$ cat src/bjcl_pkg.sv
// ----------------------------------------------------------------------------
// bjcl_pkg
// Shared types and constants of the Barth-Jespersen cell limiter.
// ----------------------------------------------------------------------------
`default_nettype none

package bjcl_pkg;

	localparam int RATIO_W   = 48;
	localparam int OSUM_W    = 48;
	localparam int WSUM_W    = 64;
	localparam int QUO_W     = 63;
	localparam int MUL_DIG   = 4;
	localparam int CFG_IDX_W = 2;

	localparam logic [CFG_IDX_W-1:0] REG_EXT_EN = 2'd0;
	localparam logic [CFG_IDX_W-1:0] REG_SLACK  = 2'd1;
	localparam logic [CFG_IDX_W-1:0] REG_JUMP   = 2'd2;

	localparam logic [RATIO_W-1:0] SLACK_RST = 48'd28147498;
	localparam logic [RATIO_W-1:0] JUMP_RST  = 48'd3;

	typedef enum logic [1:0] {
		MSEL_TOL = 2'd0,
		MSEL_THR = 2'd1,
		MSEL_FLX = 2'd2,
		MSEL_LIM = 2'd3
	} mul_sel_t;

	typedef enum logic [1:0] {
		DSEL_BND = 2'd0,
		DSEL_WGT = 2'd1,
		DSEL_LIM = 2'd2
	} div_sel_t;

	typedef struct packed {
		logic     load;
		logic     mul_start;
		mul_sel_t mul_sel;
		logic     div_start;
		div_sel_t div_sel;
		logic     lim_triv;
		logic     lim_bdiv;
		logic     acc_flux;
		logic     acc_wgt;
		logic     fin;
		logic     lim_ldiv;
		logic     out_load;
	} cmd_t;

	typedef struct packed {
		logic mul_done;
		logic div_done;
		logic bnd_div;
		logic ext_go;
		logic jump;
		logic b_zero;
		logic last;
		logic ext_en;
		logic wgt_gt;
	} sts_t;

endpackage

`default_nettype wire

$ cat src/bjcl_mul.sv
// ----------------------------------------------------------------------------
// bjcl_mul
// Shared sequential multiplier, MUL_DIG bits of the second operand per cycle.
// ----------------------------------------------------------------------------
`default_nettype none

module bjcl_mul
	import bjcl_pkg::*;
#(
	parameter int AW = 33,
	parameter int BW = 48
) (
	input  wire logic             clk,
	input  wire logic             arst_n,
	input  wire logic             start,
	input  wire logic [AW-1:0]    a,
	input  wire logic [BW-1:0]    b,
	output logic      [AW+BW-1:0] p,
	output logic                  done
);

	localparam int PW    = AW + BW;
	localparam int STEPS = (BW + MUL_DIG - 1) / MUL_DIG;
	localparam int BSW   = STEPS * MUL_DIG;
	localparam int CNT_W = $clog2(STEPS + 1);

	logic [PW-1:0]    acc_q;
	logic [PW-1:0]    a_q;
	logic [BSW-1:0]   b_q;
	logic [CNT_W-1:0] cnt_q;
	logic             done_q;
	logic [PW-1:0]    part;

	always_comb begin
		part = '0;
		for (int k = 0; k < MUL_DIG; k++) begin
			if (b_q[k]) begin
				part = part + (a_q << k);
			end
		end
	end

	always_ff @(posedge clk or negedge arst_n) begin
		if (!arst_n) begin
			cnt_q  <= '0;
			done_q <= 1'b0;
		end else begin
			done_q <= 1'b0;
			if (start) begin
				cnt_q <= CNT_W'(STEPS);
			end else if (cnt_q != '0) begin
				cnt_q <= cnt_q - 1'b1;
				if (cnt_q == CNT_W'(1)) begin
					done_q <= 1'b1;
				end
			end
		end
	end

	always_ff @(posedge clk) begin
		if (start) begin
			acc_q <= '0;
			a_q   <= PW'(a);
			b_q   <= BSW'(b);
		end else if (cnt_q != '0) begin
			acc_q <= acc_q + part;
			a_q   <= a_q << MUL_DIG;
			b_q   <= b_q >> MUL_DIG;
		end
	end

	assign p    = acc_q;
	assign done = done_q;

endmodule

`default_nettype wire

$ cat src/bjcl_div.sv
// ----------------------------------------------------------------------------
// bjcl_div
// Shared radix-2 restoring divider with an overflow flag for quotients above QUO_W bits.
// ----------------------------------------------------------------------------
`default_nettype none

module bjcl_div
	import bjcl_pkg::*;
#(
	parameter int NW = 81,
	parameter int IW = $clog2(NW + 1)
) (
	input  wire logic             clk,
	input  wire logic             arst_n,
	input  wire logic             start,
	input  wire logic [QUO_W-1:0] rem_init,
	input  wire logic [NW-1:0]    num,
	input  wire logic [IW-1:0]    n_iter,
	input  wire logic [QUO_W-1:0] den,
	output logic      [QUO_W-1:0] q,
	output logic                  sat,
	output logic                  done
);

	logic [QUO_W-1:0] rem_q;
	logic [QUO_W-1:0] den_q;
	logic [NW-1:0]    num_q;
	logic [QUO_W-1:0] q_q;
	logic             sat_q;
	logic [IW-1:0]    cnt_q;
	logic             done_q;
	logic [QUO_W:0]   sh;
	logic [QUO_W:0]   diff;
	logic             ge;
	logic             hi_pos;

	assign sh     = {rem_q, num_q[NW-1]};
	assign ge     = sh >= {1'b0, den_q};
	assign diff   = sh - {1'b0, den_q};
	// quotient bit at weight 2^QUO_W or above means overflow
	assign hi_pos = 32'(cnt_q) > 32'(QUO_W);

	always_ff @(posedge clk or negedge arst_n) begin
		if (!arst_n) begin
			cnt_q  <= '0;
			done_q <= 1'b0;
		end else begin
			done_q <= 1'b0;
			if (start) begin
				cnt_q <= n_iter;
			end else if (cnt_q != '0) begin
				cnt_q <= cnt_q - 1'b1;
				if (cnt_q == IW'(1)) begin
					done_q <= 1'b1;
				end
			end
		end
	end

	always_ff @(posedge clk) begin
		if (start) begin
			rem_q <= rem_init;
			den_q <= den;
			num_q <= num;
			q_q   <= '0;
			sat_q <= 1'b0;
		end else if (cnt_q != '0) begin
			rem_q <= ge ? diff[QUO_W-1:0] : sh[QUO_W-1:0];
			num_q <= num_q << 1;
			q_q   <= {q_q[QUO_W-2:0], ge & ~hi_pos};
			sat_q <= sat_q | (ge & hi_pos);
		end
	end

	assign q    = q_q;
	assign sat  = sat_q;
	assign done = done_q;

endmodule

`default_nettype wire

$ cat src/bjcl_dp.sv
// ----------------------------------------------------------------------------
// bjcl_dp
// Datapath: face registers, configuration, limiter state, accumulators,
// shared multiplier and divider, and the result register.
// ----------------------------------------------------------------------------
`default_nettype none

module bjcl_dp
	import bjcl_pkg::*;
#(
	parameter int VALUE_WIDTH = 32,
	parameter int FRAC_BITS   = 16,
	parameter int IN_W        = 224
) (
	input  wire logic                 clk,
	input  wire logic                 arst_n,
	input  wire logic [IN_W-1:0]      in_data,
	input  wire logic                 in_upwind,
	input  wire logic                 in_last,
	input  wire logic                 wr_en,
	input  wire logic [CFG_IDX_W-1:0] wr_index,
	input  wire logic [RATIO_W-1:0]   wr_data,
	input  wire cmd_t                 cmd,
	output sts_t                      sts,
	output logic      [FRAC_BITS:0]   out_lim,
	output logic                      out_scaled
);

	localparam int V    = VALUE_WIDTH;
	localparam int F    = FRAC_BITS;
	localparam int MA   = (V + 1 > F + 1) ? V + 1 : F + 1;
	localparam int PW   = MA + RATIO_W;
	localparam int CW   = MA + 2;
	localparam int NI_W = $clog2(PW + 1);
	localparam logic [F:0] LIM_ONE = {1'b1, {F{1'b0}}};

	// face registers
	logic signed [V-1:0] cv_q, d_q, fmin_q, fmax_q, cmin_q, cmax_q;
	logic [V-1:0]        flux_q;
	logic                up_q, last_q;

	// configuration
	logic               ext_en_q;
	logic [RATIO_W-1:0] slack_q, jump_q;

	// cell state
	logic [F:0]               lim_q;
	logic [OSUM_W-1:0]        oflux_q;
	logic signed [WSUM_W-1:0] wsum_q;
	logic                     stop_q;
	logic                     scaled_q;
	logic [F:0]               out_lim_q;
	logic                     out_scaled_q;

	// unit interfaces
	logic [MA-1:0]      mul_a;
	logic [RATIO_W-1:0] mul_b;
	logic [PW-1:0]      prod;
	logic               mul_done;
	logic [QUO_W-1:0]   div_rem, div_den, div_q;
	logic [PW-1:0]      div_num;
	logic [NI_W-1:0]    div_n;
	logic               div_sat, div_done;

	// face arithmetic
	logic [V-1:0]        cv_mag, d_mag;
	logic signed [V:0]   u1f, num, b_dist;
	logic [V:0]          u1f_mag, num_mag, b_mag, jsum;
	logic [MA-1:0]       tol;
	logic signed [CW-1:0] u1f_w, lo_b, hi_b;
	logic                lo_hit, hi_hit, hit, d_zero, d_pos, num_pos, num_ge, sgn_diff;
	logic                bnd_div;
	logic [F:0]          triv_r, bnd_r, fin_r;
	logic                wneg;
	logic signed [WSUM_W:0] wext, m_ext, wt;
	logic [WSUM_W-1:0]   wt_sat;
	logic [OSUM_W:0]     osum;

	assign cv_mag  = cv_q[V-1] ? -cv_q : cv_q;
	assign d_mag   = d_q[V-1] ? -d_q : d_q;
	assign u1f     = (V+1)'(cv_q) + (V+1)'(d_q);
	assign u1f_mag = u1f[V] ? -u1f : u1f;
	assign jsum    = u1f_mag + {1'b0, cv_mag};

	assign tol   = prod[PW-1:RATIO_W];
	assign u1f_w = CW'(u1f);
	assign lo_b  = CW'(fmin_q) - $signed({2'b00, tol});
	assign hi_b  = CW'(fmax_q) + $signed({2'b00, tol});
	assign lo_hit = u1f_w < lo_b;
	assign hi_hit = u1f_w > hi_b;
	assign hit    = lo_hit | hi_hit;

	assign num      = lo_hit ? (V+1)'(fmin_q) - (V+1)'(cv_q) : (V+1)'(fmax_q) - (V+1)'(cv_q);
	assign num_mag  = num[V] ? -num : num;
	assign num_pos  = !num[V] && (num != '0);
	assign d_zero   = (d_q == '0);
	assign d_pos    = !d_q[V-1] && !d_zero;
	assign sgn_diff = num[V] != d_q[V-1];
	assign num_ge   = num_mag >= {1'b0, d_mag};
	assign bnd_div  = hit && !d_zero && !sgn_diff && !num_ge;

	always_comb begin
		if (!hit) begin
			triv_r = LIM_ONE;
		end else if (d_zero) begin
			triv_r = num_pos ? LIM_ONE : '0;
		end else if (sgn_diff) begin
			triv_r = '0;
		end else begin
			triv_r = LIM_ONE;
		end
	end

	assign bnd_r = div_q[F:0];
	assign fin_r = div_q[F:0];

	// bound distance and signed weighted term
	assign b_dist = d_pos ? (V+1)'(cv_q) - (V+1)'(cmin_q) : (V+1)'(cv_q) - (V+1)'(cmax_q);
	assign b_mag  = b_dist[V] ? -b_dist : b_dist;
	assign wneg   = d_q[V-1] != b_dist[V];
	assign wext   = {wsum_q[WSUM_W-1], wsum_q};
	assign m_ext  = div_sat ? $signed({2'b00, {QUO_W{1'b1}}}) : $signed({2'b00, div_q});
	assign wt     = wneg ? wext - m_ext : wext + m_ext;
	always_comb begin
		if (wt[WSUM_W] != wt[WSUM_W-1]) begin
			wt_sat = wt[WSUM_W] ? {1'b1, {(WSUM_W-1){1'b0}}} : {1'b0, {(WSUM_W-1){1'b1}}};
		end else begin
			wt_sat = wt[WSUM_W-1:0];
		end
	end

	assign osum = {1'b0, oflux_q} + (OSUM_W+1)'(flux_q);

	// operand selection for the shared units
	always_comb begin
		case (cmd.mul_sel)
			MSEL_TOL: begin
				mul_a = MA'(cv_mag);
				mul_b = slack_q;
			end
			MSEL_THR: begin
				mul_a = MA'(jsum);
				mul_b = jump_q;
			end
			MSEL_FLX: begin
				mul_a = MA'(flux_q);
				mul_b = RATIO_W'(d_mag);
			end
			MSEL_LIM: begin
				mul_a = stop_q ? '0 : MA'(lim_q);
				mul_b = oflux_q;
			end
			default: begin
				mul_a = '0;
				mul_b = '0;
			end
		endcase
	end

	always_comb begin
		case (cmd.div_sel)
			DSEL_BND: begin
				div_rem = QUO_W'(num_mag);
				div_num = '0;
				div_n   = NI_W'(F);
				div_den = QUO_W'(d_mag);
			end
			DSEL_WGT: begin
				div_rem = '0;
				div_num = prod;
				div_n   = NI_W'(PW);
				div_den = QUO_W'(b_mag);
			end
			default: begin
				div_rem = '0;
				div_num = prod;
				div_n   = NI_W'(PW);
				div_den = wsum_q[QUO_W-1:0];
			end
		endcase
	end

	bjcl_mul #(
		.AW(MA),
		.BW(RATIO_W)
	) u_mul (
		.clk   (clk),
		.arst_n(arst_n),
		.start (cmd.mul_start),
		.a     (mul_a),
		.b     (mul_b),
		.p     (prod),
		.done  (mul_done)
	);

	bjcl_div #(
		.NW(PW)
	) u_div (
		.clk     (clk),
		.arst_n  (arst_n),
		.start   (cmd.div_start),
		.rem_init(div_rem),
		.num     (div_num),
		.n_iter  (div_n),
		.den     (div_den),
		.q       (div_q),
		.sat     (div_sat),
		.done    (div_done)
	);

	always_ff @(posedge clk) begin
		if (cmd.load) begin
			cv_q   <= in_data[0*V +: V];
			d_q    <= in_data[1*V +: V];
			fmin_q <= in_data[2*V +: V];
			fmax_q <= in_data[3*V +: V];
			cmin_q <= in_data[4*V +: V];
			cmax_q <= in_data[5*V +: V];
			flux_q <= in_data[6*V +: V];
			up_q   <= in_upwind;
			last_q <= in_last;
		end
		if (cmd.out_load) begin
			out_lim_q    <= lim_q;
			out_scaled_q <= scaled_q;
		end
	end

	always_ff @(posedge clk or negedge arst_n) begin
		if (!arst_n) begin
			ext_en_q <= 1'b0;
			slack_q  <= SLACK_RST;
			jump_q   <= JUMP_RST;
			lim_q    <= LIM_ONE;
			oflux_q  <= '0;
			wsum_q   <= '0;
			stop_q   <= 1'b0;
			scaled_q <= 1'b0;
		end else begin
			if (wr_en) begin
				case (wr_index)
					REG_EXT_EN: ext_en_q <= wr_data[0];
					REG_SLACK:  slack_q  <= wr_data;
					REG_JUMP:   jump_q   <= wr_data;
					default: ;
				endcase
			end
			if (cmd.lim_triv && (triv_r < lim_q)) begin
				lim_q <= triv_r;
			end
			if (cmd.lim_bdiv && (bnd_r < lim_q)) begin
				lim_q <= bnd_r;
			end
			if (cmd.acc_flux) begin
				oflux_q <= osum[OSUM_W] ? '1 : osum[OSUM_W-1:0];
				if (b_mag == '0) begin
					stop_q <= 1'b1;
				end
			end
			if (cmd.acc_wgt) begin
				wsum_q <= wt_sat;
			end
			if (cmd.fin && ext_en_q && stop_q) begin
				lim_q    <= '0;
				scaled_q <= 1'b1;
			end
			if (cmd.lim_ldiv) begin
				lim_q    <= fin_r;
				scaled_q <= 1'b1;
			end
			if (cmd.out_load) begin
				lim_q    <= LIM_ONE;
				oflux_q  <= '0;
				wsum_q   <= '0;
				stop_q   <= 1'b0;
				scaled_q <= 1'b0;
			end
		end
	end

	assign sts.mul_done = mul_done;
	assign sts.div_done = div_done;
	assign sts.bnd_div  = bnd_div;
	assign sts.ext_go   = ext_en_q && up_q && !stop_q;
	assign sts.jump     = MA'(d_mag) > tol;
	assign sts.b_zero   = (b_mag == '0);
	assign sts.last     = last_q;
	assign sts.ext_en   = ext_en_q;
	assign sts.wgt_gt   = wsum_q > $signed({{(WSUM_W-OSUM_W){1'b0}}, oflux_q});

	assign out_lim    = out_lim_q;
	assign out_scaled = out_scaled_q;

endmodule

`default_nettype wire

$ cat src/bjcl_ctrl.sv
// ----------------------------------------------------------------------------
// bjcl_ctrl
// Controller: sequences bound check and extension per face, and final scaling per cell.
// ----------------------------------------------------------------------------
`default_nettype none

module bjcl_ctrl
	import bjcl_pkg::*;
(
	input  wire logic clk,
	input  wire logic arst_n,
	input  wire logic s_tvalid,
	output logic      s_tready,
	output logic      m_tvalid,
	input  wire logic m_tready,
	input  wire sts_t sts,
	output cmd_t      cmd
);

	typedef enum logic [13:0] {
		ST_IDLE   = 14'h0001,
		ST_TOL_S  = 14'h0002,
		ST_TOL_W  = 14'h0004,
		ST_BCHK   = 14'h0008,
		ST_BDIV_W = 14'h0010,
		ST_EXT    = 14'h0020,
		ST_THR_W  = 14'h0040,
		ST_JCHK   = 14'h0080,
		ST_FMUL_W = 14'h0100,
		ST_WDIV_W = 14'h0200,
		ST_FIN    = 14'h0400,
		ST_LMUL_W = 14'h0800,
		ST_LDIV_W = 14'h1000,
		ST_OUT    = 14'h2000
	} state_t;

	state_t state_q, state_nxt;
	logic   m_tvalid_q;
	state_t after_face;

	assign after_face = sts.last ? ST_FIN : ST_IDLE;

	always_comb begin
		cmd       = '0;
		state_nxt = state_q;
		case (state_q)
			ST_IDLE: begin
				if (s_tvalid) begin
					cmd.load  = 1'b1;
					state_nxt = ST_TOL_S;
				end
			end
			ST_TOL_S: begin
				cmd.mul_start = 1'b1;
				cmd.mul_sel   = MSEL_TOL;
				state_nxt     = ST_TOL_W;
			end
			ST_TOL_W: begin
				if (sts.mul_done) begin
					state_nxt = ST_BCHK;
				end
			end
			ST_BCHK: begin
				if (sts.bnd_div) begin
					cmd.div_start = 1'b1;
					cmd.div_sel   = DSEL_BND;
					state_nxt     = ST_BDIV_W;
				end else begin
					cmd.lim_triv = 1'b1;
					state_nxt    = ST_EXT;
				end
			end
			ST_BDIV_W: begin
				if (sts.div_done) begin
					cmd.lim_bdiv = 1'b1;
					state_nxt    = ST_EXT;
				end
			end
			ST_EXT: begin
				if (sts.ext_go) begin
					cmd.mul_start = 1'b1;
					cmd.mul_sel   = MSEL_THR;
					state_nxt     = ST_THR_W;
				end else begin
					state_nxt = after_face;
				end
			end
			ST_THR_W: begin
				if (sts.mul_done) begin
					state_nxt = ST_JCHK;
				end
			end
			ST_JCHK: begin
				if (sts.jump) begin
					cmd.acc_flux = 1'b1;
					if (sts.b_zero) begin
						state_nxt = after_face;
					end else begin
						cmd.mul_start = 1'b1;
						cmd.mul_sel   = MSEL_FLX;
						state_nxt     = ST_FMUL_W;
					end
				end else begin
					state_nxt = after_face;
				end
			end
			ST_FMUL_W: begin
				if (sts.mul_done) begin
					cmd.div_start = 1'b1;
					cmd.div_sel   = DSEL_WGT;
					state_nxt     = ST_WDIV_W;
				end
			end
			ST_WDIV_W: begin
				if (sts.div_done) begin
					cmd.acc_wgt = 1'b1;
					state_nxt   = after_face;
				end
			end
			ST_FIN: begin
				cmd.fin = 1'b1;
				if (sts.ext_en && sts.wgt_gt) begin
					cmd.mul_start = 1'b1;
					cmd.mul_sel   = MSEL_LIM;
					state_nxt     = ST_LMUL_W;
				end else begin
					state_nxt = ST_OUT;
				end
			end
			ST_LMUL_W: begin
				if (sts.mul_done) begin
					cmd.div_start = 1'b1;
					cmd.div_sel   = DSEL_LIM;
					state_nxt     = ST_LDIV_W;
				end
			end
			ST_LDIV_W: begin
				if (sts.div_done) begin
					cmd.lim_ldiv = 1'b1;
					state_nxt    = ST_OUT;
				end
			end
			ST_OUT: begin
				// wait until the result register is free
				if (!m_tvalid_q || m_tready) begin
					cmd.out_load = 1'b1;
					state_nxt    = ST_IDLE;
				end
			end
			default: begin
				state_nxt = ST_IDLE;
			end
		endcase
	end

	always_ff @(posedge clk or negedge arst_n) begin
		if (!arst_n) begin
			state_q    <= ST_IDLE;
			m_tvalid_q <= 1'b0;
		end else begin
			state_q <= state_nxt;
			if (cmd.out_load) begin
				m_tvalid_q <= 1'b1;
			end else if (m_tready) begin
				m_tvalid_q <= 1'b0;
			end
		end
	end

	assign s_tready = (state_q == ST_IDLE);
	assign m_tvalid = m_tvalid_q;

endmodule

`default_nettype wire

$ cat src/barth_jespersen_cell_limiter.sv
// A face with no bound divide and no extension work takes the least time; a limited face adds
// a bound divide. An upwind face, with extension on and not stopped, adds a threshold multiply;
// with a jump and a nonzero bound distance it also adds a flux multiply and one wide divide.
// The last face adds the final step, plus a multiply and a wide divide when scaling,
// and waits while the result register is full. Throughput: one face at a time.
// Reset clears the running limiter to 1.0, the sums and flags, and loads register reset values.
// ----------------------------------------------------------------------------
// barth_jespersen_cell_limiter
// Per-face Barth-Jespersen limiter with optional outflux extension, one
// result per cell at the face marked last.
// ----------------------------------------------------------------------------
`default_nettype none

module barth_jespersen_cell_limiter
	import bjcl_pkg::*;
#(
	parameter int VALUE_WIDTH = 32,
	parameter int FRAC_BITS   = 16
) (
	input  wire logic                                    clk,
	input  wire logic                                    arst_n,
	input  wire logic                                    s_tvalid,
	output logic                                         s_tready,
	// cell_value, face_delta, face_min, face_max, cell_min, cell_max, flux_magnitude
	input  wire logic [((7*VALUE_WIDTH+7)/8)*8-1:0]      s_tdata,
	// is_upwind
	input  wire logic                                    s_tuser,
	input  wire logic                                    s_tlast,
	output logic                                         m_tvalid,
	input  wire logic                                    m_tready,
	// limiter_value
	output logic      [((FRAC_BITS+1+7)/8)*8-1:0]        m_tdata,
	// extension_scaled
	output logic                                         m_tuser,
	input  wire logic                                    wr_en,
	input  wire logic [CFG_IDX_W-1:0]                    wr_index,
	input  wire logic [RATIO_W-1:0]                      wr_data
);

	localparam int IN_W  = ((7*VALUE_WIDTH+7)/8)*8;
	localparam int OUT_W = ((FRAC_BITS+1+7)/8)*8;

	cmd_t             cmd;
	sts_t             sts;
	logic [FRAC_BITS:0] out_lim;

	bjcl_ctrl u_ctrl (
		.clk     (clk),
		.arst_n  (arst_n),
		.s_tvalid(s_tvalid),
		.s_tready(s_tready),
		.m_tvalid(m_tvalid),
		.m_tready(m_tready),
		.sts     (sts),
		.cmd     (cmd)
	);

	bjcl_dp #(
		.VALUE_WIDTH(VALUE_WIDTH),
		.FRAC_BITS  (FRAC_BITS),
		.IN_W       (IN_W)
	) u_dp (
		.clk       (clk),
		.arst_n    (arst_n),
		.in_data   (s_tdata),
		.in_upwind (s_tuser),
		.in_last   (s_tlast),
		.wr_en     (wr_en),
		.wr_index  (wr_index),
		.wr_data   (wr_data),
		.cmd       (cmd),
		.sts       (sts),
		.out_lim   (out_lim),
		.out_scaled(m_tuser)
	);

	assign m_tdata = OUT_W'(out_lim);

endmodule

`default_nettype wire

$ cat config.mk
export PLATFORM = sky130hd
export DESIGN_NAME = barth_jespersen_cell_limiter
export DESIGN_NICKNAME = d
export VERILOG_FILES = /design/src/bjcl_pkg.sv /design/src/bjcl_mul.sv /design/src/bjcl_div.sv /design/src/bjcl_dp.sv /design/src/bjcl_ctrl.sv /design/src/barth_jespersen_cell_limiter.sv
export SDC_FILE = /design/constraint.sdc
export NUM_CORES = 2
export LEC_CHECK = 0
export BUFFER_PORTS_ARGS = -buffer_cell sky130_fd_sc_hd__clkbuf_2
export CELL_PAD_IN_SITES_DETAIL_PLACEMENT = 2
export CELL_PAD_IN_SITES_GLOBAL_PLACEMENT = 2
export CORE_MARGIN = 2
export CORE_UTILIZATION = 32
export CTS_BUF_LIST = sky130_fd_sc_hd__clkbuf_16
export DETAILED_ROUTE_END_ITERATION = 8
export HOLD_SLACK_MARGIN = 0.03
export PLACE_DENSITY_LB_ADDON = 0.1
export SETUP_SLACK_MARGIN = 0.4
export SKIP_LAST_GASP = 1
export SYNTH_ARGS = -nofsm -noshare
export SYNTH_HDL_FRONTEND = slang
export SYNTH_HIERARCHICAL = 1
export SYNTH_SLANG_ARGS = --single-unit
export TNS_END_PERCENT = 5
$ cat constraint.sdc
create_clock -name clk -period 23.2 [get_ports clk]
set_input_delay 2.32 -clock clk [delete_from_list [all_inputs] [get_ports clk]]
set_output_delay 2.32 -clock clk [all_outputs]
set_load 0.1 [all_outputs]
==> impl_metrics.py <==
metrics = {
    "yosys": {
        "syn_avg_cell_area_um2": 8.45,
        "yosysMostFrequentCell": "a21oi_1",
        "async_reset_ff_frac": 0.261,
        "synth_common_cells": "a21oi_1 (1,136), nand2_1 (1,084), ha_1 (866)",
        "synth_ff_type": "edfxtp_1",
        "synth_top_area_cell": "edfxtp_1",
        "synth_area_mm2": 0.0938,
        "synth_area_leaders": "edfxtp_1 (17%), ha_1 (12%), dfrtp_1 (6.3%)",
        "synth_seq_area_share": 0.280,
        "yosysWarnings": 6,
        "yosysUniqueCellTypes": 133,
        "synth_edf_count": 532,
        "yosysTopAreaCellShare": 0.170,
        "ys_ff_latch": 981,
        "syn_inst": 11100,
    },
    "routing": {
        "drc_errors": 0,
        "vias_per_cell": 5.85,
        "vias": 88700,
        "drt_pass1_iterations": 5,
        "wl_um": 431000,
        "first_iter_violations": 5634,
        "wl_per_cell_um": 28.4,
        "final_antenna_net_count": 0,
    },
    "setup_path": {
        "reg2reg_depth": 59,
        "end_kind": "flop",
        "path_delay_family": "compound AO/OA/AOI/OAI gates",
        "cp.required_ps": 23730,
        "start_kind": "flop",
        "r2r_start": "u_dp/u_mul/p[48]$_SDFFE_PP0N_",
        "cp.arrival_ps": 15310,
        "cp_common_cell": "a21oi_1",
        "r2r_slack_ps": 8430,
        "cpMaxStageDelayCell": "buf_4",
        "crit_fanout": 58,
        "slowest_delay_ps": 710,
        "r2r-end": "u_dp/u_div/rem_q[10]$_DFFE_PP_",
        "cp.buffers_inverters": 7,
        "crit_type": "reg -> reg",
    },
    "status": {
        "status": "complete, no violations",
    },
    "timing": {
        "rsz0062_at_grt": "false",
        "max_slew_margin": 0.0336,
        "post-route-min-period_ps": 14770,
        "worst_pin_slew_ps": 1430,
        "clock_skew_ps": 108,
        "finalHoldViolations": 0,
        "setup_violations": 0,
        "drv_slew": 0,
        "fin_tns_setup_ps": 0,
        "fin_crit_sh": 0.637,
        "max_freq_ghz": 0.0677,
    },
    "clock_network": {
        "cts.sinks": 981,
        "clock_latency_ps": 870,
        "clockBufferDepth": 4,
        "cts_tree": "done",
        "htreeDepth": 4,
        "cts_buffers": 136,
        "cts_resized": 0,
        "root_buffer": "clkbuf_16",
        "cts_setup_buffers": 0,
        "cts_hold_buf": 0,
        "clk_pin_slew_ps": 60,
    },
    "cells_and_area": {
        "nNetsFinal": 12300,
        "drive_gt1_frac": 0.114,
        "area_growth_pct": 10.5,
    },
    "floorplanning": {
        "ios": 308,
        "core_mm2": 0.291,
        "start_util": 0.322,
        "design.die.area_mm2": 0.297,
        "core.rowCount": 198,
        "die_x_um": 545,
        "fp.dieH_um": 545,
    },
    "global_routing": {
        "grt_pass1_vias": 93800,
        "grt_overflow": 0,
        "grtUsageTotal": 0.280,
        "grt_pass1_wl_um": 635000,
        "grt_max_degree": 103,
        "antenna_found_initial": 51,
    },
    "hold_path": {
        "holdPathStages": 2,
        "worst_hold_startpoint": "u_dp/u_mul/a_q[80]$_SDFFE_PP0N_",
        "hold_path.class": "reg -> reg",
        "worstHoldEndpoint": "u_dp/u_mul/a_q[80]$_SDFFE_PP0N_",
    },
    "placement": {
        "io_buffers": 300,
        "dp_hpwl_um": 346000,
        "gp_congestion": 0.952,
    },
    "run": {
        "cap_violations": 0,
    },
}
-- per-stage QoR --
stage / area (µm²) / instances / hold WS [ps] / setup WS (ps) / utilization
3_3_place_gp: 99400 / 14900 / 435 / 8940 / 0.341
3_5_place_dp: 99400 / 14900 / 451 / 8630 / 0.341
5_1_grt: 104000 / 15200 / 488 / 7420 / 0.356
6_report: 104000 / 15200 / 465 / 8430 / 0.356
4_1_cts: 104000 / 15200 / 468 / 8580 / 0.356
2_1_floorplan: 93900 / 11100 / 425 / 6380 / -
-- state kept, by name (all words and copies together), names as in the netlist, 48 cells and up --
register and count:
u_dp/u_mul/a_q 81, u_dp/u_mul/p 81, u_dp/jump_q 48, u_dp/wsum_q 64
u_dp/slack_q 48, u_dp/oflux_q 48, u_dp/u_div/rem_q 63, u_dp/u_div/q 63
u_dp/u_div/num_q 81, u_dp/u_div/den_q 63, u_dp/u_mul/b_q 48
-- cells by family after synthesis --
logic type | synth area share
buffers and inverters | 0.0457
xor gates and xnor gates | 0.0722
and+or+nand+nor | 0.178
muxes | 0.0658
AOI/OAI and AO/OA | 0.240
other | 0.000120
DFF | 0.280
adders and majority gates | 0.119
-- cells in the final DEF (no fill, tap or decap), drive strengths merged, types with 115 or more instances in the layout --
master	synthesis	final
a21oi	1139	1139
nand2	1087	1087
ha	866	866
nor2	761	761
o21ai	665	665
inv	545	572
edfxtp	532	532
xnor2	504	504
clkbuf	442	437
mux2	403	403
a21o	397	397
xor2	262	262
and2	246	246
dfrtp	236	236
dfxtp	193	193
nand4	192	192
nand3	176	176
nor3	174	174
o21bai	132	132
nand2b	131	131
buf	104	127
nor2b	115	115
-- layer usage --
metal,track usage,wire (µm),vias up
li1,-,-,41000
met1,0.376,197000,45500
met2,0.470,203000,1722
met3,0.0263,16000,505
met4,0.0906,15000,14
met5,0,97,-
-- worst register-to-register path: cells and delay by family, from the launching register on --
family,cells,cell delay [ps]
compound gates,34,7850
simple gates,10,1420
mux,1,490
fa+ha+maj,6,1870
buf+inv,7,2240
xor+xnor,1,160
flops,1,480
-- how the worst max path moves through the flow --
| stage | from | end | cells past startpoint |
|---|---|---|---|
| after floorplan | u_dp/cv_q[17]$_DFFE_PP_ | u_dp/u_div/num_q[0]$_SDFFCE_PN0P_ | 50 |
| after CTS | u_dp/u_mul/p[48]$_SDFFE_PP0N_ | u_dp/u_div/rem_q[12]$_DFFE_PP_ | 59 |
| after global placement | u_dp/fmin_q[0]$_DFFE_PP_ | u_dp/u_div/rem_q[20]$_DFFE_PP_ | 58 |
| after detailed placement | u_dp/u_mul/p[48]$_SDFFE_PP0N_ | u_dp/u_div/rem_q[17]$_DFFE_PP_ | 59 |
| after global routing | u_dp/u_mul/p[48]$_SDFFE_PP0N_ | u_dp/u_div/rem_q[12]$_DFFE_PP_ | 59 |
| final | u_dp/u_mul/p[48]$_SDFFE_PP0N_ | u_dp/u_div/rem_q[10]$_DFFE_PP_ | 59 |
-- area by class of cell --
| class | instances | area (µm²) |
|---|---|---|
| Clock inverter | 105 | 779 |
| Sequential cell | 981 | 26300 |
| Antenna cell | 13 | 32.5 |
| Multi-Input combinational cell | 9062 | 63700 |
| Clock buffer | 138 | 3450 |
| Timing Repair Buffer | 426 | 2460 |
| Tap cell | 3900 | 4880 |
| Fill cell | 33000 | 188000 |
| Inverter | 547 | 2060 |
Power is not shown: default switching activity piles up to over one toggle a cycle in this logic, so the estimate is an artifact.
